## src/hdl/b64u_pkg.sv

```systemverilog
`timescale 1ns / 1ps

package b64u_pkg;

  typedef struct packed {
    logic [1:0] phase;
    logic [5:0] carry_bits;
    logic [2:0] carry_count;
    logic       error_seen;
  } state_t;

  typedef struct packed {
    logic [7:0] out_byte;
    logic       has_byte;
    logic       end_of_run;
    logic       error;
  } result_t;

  typedef struct packed {
    state_t     nxt;
    logic [1:0] n_res;
    result_t    res0;
    result_t    res1;
  } step_t;

  localparam logic MODE_ENCODE = 1'b0;
  localparam logic MODE_DECODE = 1'b1;

  localparam int QUEUE_DEPTH = 3;

  // 6-bit value to url-safe character
  function automatic logic [7:0] sym_char(input logic [5:0] v);
    logic [7:0] v8;
    v8 = {2'b00, v};
    if (v8 < 8'd26) begin
      sym_char = 8'h41 + v8;
    end else if (v8 < 8'd52) begin
      sym_char = 8'h61 + (v8 - 8'd26);
    end else if (v8 < 8'd62) begin
      sym_char = 8'h30 + (v8 - 8'd52);
    end else if (v8 == 8'd62) begin
      sym_char = 8'h2d;
    end else begin
      sym_char = 8'h5f;
    end
  endfunction

  // character to {valid, value}
  function automatic logic [6:0] sym_decode(input logic [7:0] c);
    logic [7:0] t;
    t = 8'd0;
    if (c >= 8'h41 && c <= 8'h5a) begin
      t = c - 8'h41;
      sym_decode = {1'b1, t[5:0]};
    end else if (c >= 8'h61 && c <= 8'h7a) begin
      t = c - 8'h61 + 8'd26;
      sym_decode = {1'b1, t[5:0]};
    end else if (c >= 8'h30 && c <= 8'h39) begin
      t = c - 8'h30 + 8'd52;
      sym_decode = {1'b1, t[5:0]};
    end else if (c == 8'h2d) begin
      sym_decode = {1'b1, 6'd62};
    end else if (c == 8'h5f) begin
      sym_decode = {1'b1, 6'd63};
    end else begin
      sym_decode = {1'b0, 6'd0};
    end
  endfunction

endpackage

```

## src/hdl/b64u_in_if.sv

```systemverilog
`timescale 1ns / 1ps

interface b64u_in_if;
  logic       valid;
  logic       ready;
  logic [7:0] in_byte;
  logic       last;

  modport source (output valid, output in_byte, output last, input ready);
  modport sink (input valid, input in_byte, input last, output ready);
endinterface

```

## src/hdl/b64u_out_if.sv

```systemverilog
`timescale 1ns / 1ps

interface b64u_out_if;
  logic       valid;
  logic       ready;
  logic [7:0] out_byte;
  logic       has_byte;
  logic       end_of_run;
  logic       error;

  modport source (output valid, output out_byte, output has_byte, output end_of_run,
                  output error, input ready);
  modport sink (input valid, input out_byte, input has_byte, input end_of_run,
                input error, output ready);
endinterface

```

## src/hdl/base64url_stream_codec_unit.sv

```systemverilog
`timescale 1ns / 1ps

// a request's results are written into the registered result queue, which offers its head
// throughput: one request per cycle when each yields at most one result and out_s.ready
// holds; two-character requests are not taken back to back (one result per cycle out)
// a three-entry result queue sets the pace; input is taken while it holds at most one
// reset (rst_n low, synchronous): mode encode, stream state cleared, result queue emptied
module base64url_stream_codec_unit (
  input  logic       clk,
  input  logic       rst_n,
  input  logic       cfg_we,
  input  logic       cfg_data,
  b64u_in_if.sink    in_s,
  b64u_out_if.source out_s
);

  logic                mode_r;
  b64u_pkg::state_t    st_r;
  b64u_pkg::step_t     step;
  b64u_pkg::result_t   q_r   [b64u_pkg::QUEUE_DEPTH];
  b64u_pkg::result_t   q_nxt [b64u_pkg::QUEUE_DEPTH];
  logic [1:0]          count_r;
  logic [1:0]          count_nxt;
  logic [1:0]          base;
  logic                accept;
  logic                pop;

  b64u_step u_step (
    .mode    (mode_r),
    .st      (st_r),
    .in_byte (in_s.in_byte),
    .last    (in_s.last),
    .step    (step)
  );

  assign in_s.ready       = (count_r <= 2'd1);
  assign accept           = in_s.valid && in_s.ready;
  assign out_s.valid      = (count_r != 2'd0);
  assign pop              = out_s.valid && out_s.ready;
  assign out_s.out_byte   = q_r[0].out_byte;
  assign out_s.has_byte   = q_r[0].has_byte;
  assign out_s.end_of_run = q_r[0].end_of_run;
  assign out_s.error      = q_r[0].error;

  // shift out the head, append the new results behind what remains
  always_comb begin
    for (int i = 0; i < b64u_pkg::QUEUE_DEPTH; i++) begin
      q_nxt[i] = q_r[i];
    end
    if (pop) begin
      for (int i = 0; i < b64u_pkg::QUEUE_DEPTH - 1; i++) begin
        q_nxt[i] = q_r[i + 1];
      end
    end
    base = count_r - {1'b0, pop};
    if (accept) begin
      for (int i = 0; i < b64u_pkg::QUEUE_DEPTH; i++) begin
        if (2'(i) == base && step.n_res != 2'd0) begin
          q_nxt[i] = step.res0;
        end
        if (2'(i) == base + 2'd1 && step.n_res == 2'd2) begin
          q_nxt[i] = step.res1;
        end
      end
    end
    count_nxt = base + (accept ? step.n_res : 2'd0);
  end

  always_ff @(posedge clk) begin
    for (int i = 0; i < b64u_pkg::QUEUE_DEPTH; i++) begin
      q_r[i] <= q_nxt[i];
    end
  end

  always_ff @(posedge clk) begin
    if (!rst_n) begin
      mode_r  <= b64u_pkg::MODE_ENCODE;
      st_r    <= '0;
      count_r <= 2'd0;
    end else begin
      count_r <= count_nxt;
      if (cfg_we) begin
        mode_r <= cfg_data;
        st_r   <= '0;
      end else if (accept) begin
        st_r <= step.nxt;
      end
    end
  end

endmodule

```

## src/hdl/b64u_step.sv

```systemverilog
`timescale 1ns / 1ps

module b64u_step (
  input  logic             mode,
  input  b64u_pkg::state_t st,
  input  logic [7:0]       in_byte,
  input  logic             last,
  output b64u_pkg::step_t  step
);

  logic [2:0]  e_cnt;
  logic [13:0] e_acc;
  logic [3:0]  e_b1;
  logic [3:0]  e_b2;
  logic        e_two;
  logic        e_flush;
  logic [5:0]  e_sym0;
  logic [5:0]  e_sym1;
  logic [5:0]  e_rem;
  logic [5:0]  e_fsym;
  logic [7:0]  e_mask;

  logic [6:0]  d_dec;
  logic        d_ok;
  logic [5:0]  d_v;
  logic [1:0]  d_newphase;
  logic [2:0]  d_cnt;
  logic [11:0] d_acc;
  logic [3:0]  d_bits;
  logic        d_have;
  logic [3:0]  d_b;
  logic [7:0]  d_byte;
  logic [5:0]  d_rem;
  logic [7:0]  d_mask;

  // encode path
  always_comb begin
    e_cnt   = (st.carry_count > 3'd4) ? 3'd0 : st.carry_count;
    e_acc   = {st.carry_bits, in_byte};
    e_b1    = {1'b0, e_cnt} + 4'd2;
    e_sym0  = 6'(e_acc >> e_b1);
    e_two   = (e_b1 >= 4'd6);
    e_b2    = e_two ? (e_b1 - 4'd6) : e_b1;
    e_sym1  = 6'(e_acc >> e_b2);
    e_mask  = (8'd1 << e_b2) - 8'd1;
    e_rem   = e_acc[5:0] & e_mask[5:0];
    e_fsym  = 6'(e_rem << (4'd6 - e_b2));
    e_flush = last && (e_b2 != 4'd0) && !e_two;
  end

  // decode path
  always_comb begin
    d_dec      = b64u_pkg::sym_decode(in_byte);
    d_ok       = d_dec[6];
    d_v        = d_dec[5:0];
    d_newphase = st.phase + 2'd1;
    d_cnt      = (st.carry_count > 3'd6) ? 3'd0 : st.carry_count;
    d_acc      = {st.carry_bits, d_v};
    d_bits     = {1'b0, d_cnt} + 4'd6;
    d_have     = (d_bits >= 4'd8);
    d_b        = d_have ? (d_bits - 4'd8) : d_bits;
    d_byte     = 8'(d_acc >> d_b);
    d_mask     = (8'd1 << d_b) - 8'd1;
    d_rem      = d_acc[5:0] & d_mask[5:0];
  end

  always_comb begin
    step = '0;
    if (mode == b64u_pkg::MODE_ENCODE) begin
      step.res0.out_byte = b64u_pkg::sym_char(e_sym0);
      step.res0.has_byte = 1'b1;
      step.res1.out_byte = b64u_pkg::sym_char(e_two ? e_sym1 : e_fsym);
      step.res1.has_byte = 1'b1;
      step.res1.end_of_run = last;
      if (e_two || e_flush) begin
        step.n_res = 2'd2;
      end else begin
        step.n_res = 2'd1;
        step.res0.end_of_run = last;
      end
      if (!last) begin
        step.nxt.carry_bits  = e_rem;
        step.nxt.carry_count = e_b2[2:0];
      end
    end else begin
      if (!d_ok || st.error_seen) begin
        if (last) begin
          step.n_res = 2'd1;
          step.res0.end_of_run = 1'b1;
          step.res0.error = 1'b1;
        end else begin
          step.nxt = st;
          step.nxt.phase = d_newphase;
          step.nxt.error_seen = 1'b1;
        end
      end else if (last && d_newphase == 2'd1) begin
        step.n_res = 2'd1;
        step.res0.end_of_run = 1'b1;
        step.res0.error = 1'b1;
      end else if (last) begin
        step.n_res = 2'd1;
        step.res0.out_byte = d_have ? d_byte : 8'd0;
        step.res0.has_byte = d_have;
        step.res0.end_of_run = 1'b1;
      end else begin
        step.nxt.carry_bits  = d_rem;
        step.nxt.carry_count = d_b[2:0];
        step.nxt.phase       = d_newphase;
        step.res0.out_byte   = d_byte;
        step.res0.has_byte   = 1'b1;
        step.n_res           = d_have ? 2'd1 : 2'd0;
      end
    end
  end

endmodule
```

## src/flat_wrapper.sv

```systemverilog
// flat-port wrapper written by rule: the top's interface ports become plain ports
module base64url_stream_codec_unit_flat 
  (clk, rst_n, cfg_we, cfg_data, in_s_valid, in_s_in_byte, in_s_last, in_s_ready, out_s_valid, out_s_out_byte, out_s_has_byte, out_s_end_of_run, out_s_error, out_s_ready);
  b64u_in_if in_s_i ();
  b64u_out_if out_s_i ();
  input  logic clk;
  input  logic rst_n;
  input  logic cfg_we;
  input  logic cfg_data;
  input wire logic [$bits(in_s_i.valid)-1:0] in_s_valid;
  input wire logic [$bits(in_s_i.in_byte)-1:0] in_s_in_byte;
  input wire logic [$bits(in_s_i.last)-1:0] in_s_last;
  output wire logic [$bits(in_s_i.ready)-1:0] in_s_ready;
  output wire logic [$bits(out_s_i.valid)-1:0] out_s_valid;
  output wire logic [$bits(out_s_i.out_byte)-1:0] out_s_out_byte;
  output wire logic [$bits(out_s_i.has_byte)-1:0] out_s_has_byte;
  output wire logic [$bits(out_s_i.end_of_run)-1:0] out_s_end_of_run;
  output wire logic [$bits(out_s_i.error)-1:0] out_s_error;
  input wire logic [$bits(out_s_i.ready)-1:0] out_s_ready;
  assign in_s_i.valid = in_s_valid;
  assign in_s_i.in_byte = in_s_in_byte;
  assign in_s_i.last = in_s_last;
  assign in_s_ready = in_s_i.ready;
  assign out_s_valid = out_s_i.valid;
  assign out_s_out_byte = out_s_i.out_byte;
  assign out_s_has_byte = out_s_i.has_byte;
  assign out_s_end_of_run = out_s_i.end_of_run;
  assign out_s_error = out_s_i.error;
  assign out_s_i.ready = out_s_ready;
  base64url_stream_codec_unit u_core (.clk(clk), .rst_n(rst_n), .cfg_we(cfg_we), .cfg_data(cfg_data), .in_s(in_s_i), .out_s(out_s_i));
endmodule
```

## config.mk

```make
export PLATFORM = sky130hd
export DESIGN_NAME = base64url_stream_codec_unit_flat
export DESIGN_NICKNAME = d
export VERILOG_FILES = /design/src/hdl/b64u_pkg.sv /design/src/hdl/b64u_in_if.sv /design/src/hdl/b64u_out_if.sv /design/src/hdl/base64url_stream_codec_unit.sv /design/src/hdl/b64u_step.sv /design/src/flat_wrapper.sv
export SDC_FILE = /design/constraint.sdc
export NUM_CORES = 1
export LEC_CHECK = 0
export BUFFER_PORTS_ARGS = -buffer_cell sky130_fd_sc_hd__buf_2
export CAP_MARGIN = 0
export CORE_MARGIN = 1
export CORE_UTILIZATION = 35
export DETAILED_ROUTE_END_ITERATION = 7
export PLACE_DENSITY = 0.49
export SLEW_MARGIN = 20
export SYNTH_ARGS = -nofsm -noshare
export SYNTH_HDL_FRONTEND = slang
export SYNTH_HIERARCHICAL = 1
export SYNTH_SLANG_ARGS = --single-unit
```

## constraint.sdc

```tcl
create_clock -name clk -period 4.55 [get_ports clk]
set_clock_uncertainty 0.15 [all_clocks]
set_input_delay 0.455 -clock clk [delete_from_list [all_inputs] [get_ports clk]]
set_output_delay 0.455 -clock clk [all_outputs]
set_load 0.01 [all_outputs]
```

==> flow_summary.toml <==
[status]
outcome = "finished, final reports clean"

[yosys]
synthArstFlopShare_pct = 0
ys_ff_latch = 48
synth_most_common_cell = "nand2_1"
synthMuxAreaShare_pct = 18.70
syn_inst = 751
synth_area_sq_um = 6041
synthSimpleGateAreaFrac_pct = 20.07
synth_top_area_cell = "dfxtp_1"
netlist_top_cells_area = "dfxtp_1, mux2i_1, ha_1"
yosys.area.top_type_share_pct = 12.26
synth_top_family_by_area = "compound AO/OA/AOI/OAI gates"
synth_edf_count = 11
synth.yosys.seq_area_share_pct = 17.73
synth_nets = 802
synth-xor-area-share_pct = 3.770
syn_avg_cell_area_sq_um = 8.044
synthFlopType = "dfxtp_1"
ys_types = 89
yosys-top-cells-count = "nand2_1, mux2i_1, nor2_1"
synth_compound_area_share_pct = 23.65
synth_fa_ha_area_share_pct = 7.457
yosysWarningCount = 6

[critical_path]
path_class = "reg2reg"
critPathRequiredTime_ns = 4.45
endpoint_kind = "flop"
cp.arrival_ns = 4.23
worst_setup_path_start_kind = "flop"
path_max_fanout = 11

[power_and_ir_drop]
pwr-share-comb_pct = 37.0
p_sw_w = 0.0005664
p_int_w = 0.001020
ir_worst_vdd_mv = 0.2383
p_per_area_nw_per_um2 = 243.1
clockPowerShare_pct = 27.9
p_leak_nw = 2.648
seq_power_share_pct = 35.1
switching_share_pct = 35.70

[global_route]
antenna_found_initial = 0
overflow = 0
grt_pass1_vias = 5393
grt_max_degree = 23
grt_use_total_pct = 21.18
grt_pass1_wl_mm = 30.09

[cts]
htreeDepth = 2
clockBufferDepth = 2
clock_tree.root_cell = "clkbuf_16"
worstSkewPairLatency_ns = 0.30
clk_transition_reported_paths_ns = 0.08
clkSinkCount = 48
cts_tree = "built"
cts_buffers = 5

[placed_design]
gp_congestion = 0.8995
dp_hpwl_mm = 13.92
io_buffers = 27

[final_layout]
multiInputGateArea_sq_um = 4473
layout-drive-gt1-share_pct = 18.63
regArea_sq_um = 1071
antennaDiodeCount = 0
fillerInstances = 1748
syn2layout_area_growth_pct = 8.036
fin_nets = 807

[timing]
rsz0062_at_grt = "no"
relSlewSlack_pct = 42.75
fin_crit_sh_pct = 95.12
fmax_mhz = 231.1
fin_hold_ws_ns = 0.2605
worstMarginPinSlew_ns = 0.8579
drv_slew = 0
fin_setup_tns_ns = 0
hold_viol = 0
setup_viol = 0
period_minus_slack_ns = 4.328

[route]
dr.first_iter.drc_count = 613
postRouteAntennaNets = 0
num_vias = 5889
routed_via_density = 6.028
drc = 0
wirelength_mm = 18.68
drt-wirelength-per-cell_microns = 19.12
drtPass1Iterations = 5

[floorplan]
die_y_microns = 133.4
start_util_pct = 36.17
fp.coreArea_sq_um = 16700
rows = 47
die_area_sq_um = 17790
dieWidth_microns = 133.4
io_pins = 28

[min_path]
hold_path.class = "in2reg"

[flow_run]
maxCapViolCount = 0
registers in the layout (all words and copies together) (netlist names):
signal / flops
u_core/count_r: 2
u_core/mode_r: 1
u_core/q_r: 33
u_core/st_r: 12
metal layers:
metal  GRT usage (%)  routed length (microns)
met3           2.093                     1066
met2           34.20                     8562
met4           5.556                      335
met5               0                        0
met1           30.00                     8713
timing repair:
action,4_1_cts,5_1_grt
resized for setup,0,4
endpoints found under the setup margin,0,7
hold buffers,0,0
setup buffers,0,1
power groups by stage:
stage	sequential [W]	clock (W)	combinational, W
after floorplan	0.000557	0	0.000458
after global placement	0.000565	0	0.000573
after detailed placement	0.000568	0	0.000582
after CTS	0.000559	0.000459	0.000584
after global routing	0.000568	0.000473	0.000646
final	0.000558	0.000442	0.000586
layout make-up:
type	instances	area share, %
repair buffers	63	6.212
multi-input cells	604	68.54
clock buffers	5	1.917
flip-flops and latches	48	16.41
inverters	34	1.975
clock inverters	3	0.7285
well taps	220	4.218
kinds of logic (layout without fill, tap and decap cells):
| kind of cell | after synthesis | count (layout) |
|---|---|---|
| and+or+nand+nor | 246 | 246 |
| DFF | 48 | 48 |
| xor gates and xnor gates | 26 | 26 |
| buffers and inverters | 99 | 105 |
| adders and majority gates | 36 | 36 |
| AOI/OAI and AO/OA | 202 | 202 |
| muxes | 93 | 93 |
| other | 1 | 1 |
critical path, cell delays in order (launching register included):
cell	delay (ns)
dfxtp_1	0.39
or3b_4	0.41
clkinv_2	0.16
ha_2	0.36
mux4_2	0.30
and3_1	0.20
a211o_1	0.31
inv_1	0.15
ha_1	0.24
a41o_1	0.23
a21oi_4	0.06
xor2_1	0.17
a2111o_1	0.42
o21ai_1	0.14
o31ai_1	0.11
mux2_2	0.27
final timing paths:
check                                    start                      endpoint  slack [ns]  depth (start not counted)
hold reg to reg   u_core/st_r[11]$_SDFFE_PP0N_  u_core/st_r[11]$_SDFFE_PP0N_        0.32                          2
hold / removal                        cfg_data    u_core/mode_r$_SDFFE_PN0P_        0.26                          3
setup reg to reg   u_core/st_r[3]$_SDFFE_PP0N_   u_core/q_r[0][30]$_DFFE_PP_        0.22                         15
setup / recovery   u_core/st_r[3]$_SDFFE_PP0N_   u_core/q_r[0][30]$_DFFE_PP_        0.22                         15
placed cells by master, fill, tap and decap left out, types with 4 or more instances in the layout:
| cell type | n |
|---|---|
| mux2_2 | 21 |
| edfxtp_1 | 11 |
| nor3_1 | 14 |
| xor2_1 | 7 |
| o211ai_1 | 8 |
| a211oi_1 | 11 |
| o21ai_0 | 26 |
| a21o_1 | 5 |
| o221ai_1 | 4 |
| a21oi_1 | 43 |
| buf_2 | 27 |
| nand2b_1 | 18 |
| inv_1 | 29 |
| a22oi_1 | 6 |
| a311oi_1 | 5 |
| xnor2_1 | 19 |
| nand3_1 | 18 |
| o22ai_1 | 8 |
| a31oi_1 | 12 |
| o21ai_1 | 13 |
| ha_1 | 35 |
| and3_1 | 7 |
| buf_4 | 36 |
| a211o_1 | 4 |
| nand3b_1 | 8 |
| nand2_1 | 96 |
| clkbuf_16 | 5 |
| nor2_1 | 51 |
| o32ai_1 | 4 |
| o31ai_1 | 4 |
| dfxtp_1 | 37 |
| mux4_2 | 13 |
| mux2i_1 | 57 |
metrics by stage:
step	instance area (sq um)	total power [W]	setup slack, ns	std cells	utilization, %
detailed placement	6331	0.001150	0.2099	968	37.91
CTS	6504	0.001601	0.1763	976	38.94
finish	6526	0.001586	0.2222	977	39.08
global placement	6329	0.001139	0.2931	968	37.89
global route	6526	0.001687	0.009118	977	39.08
floorplan	6041	0.001016	0.05888	751	-
Power figures use the tool's default switching activity.
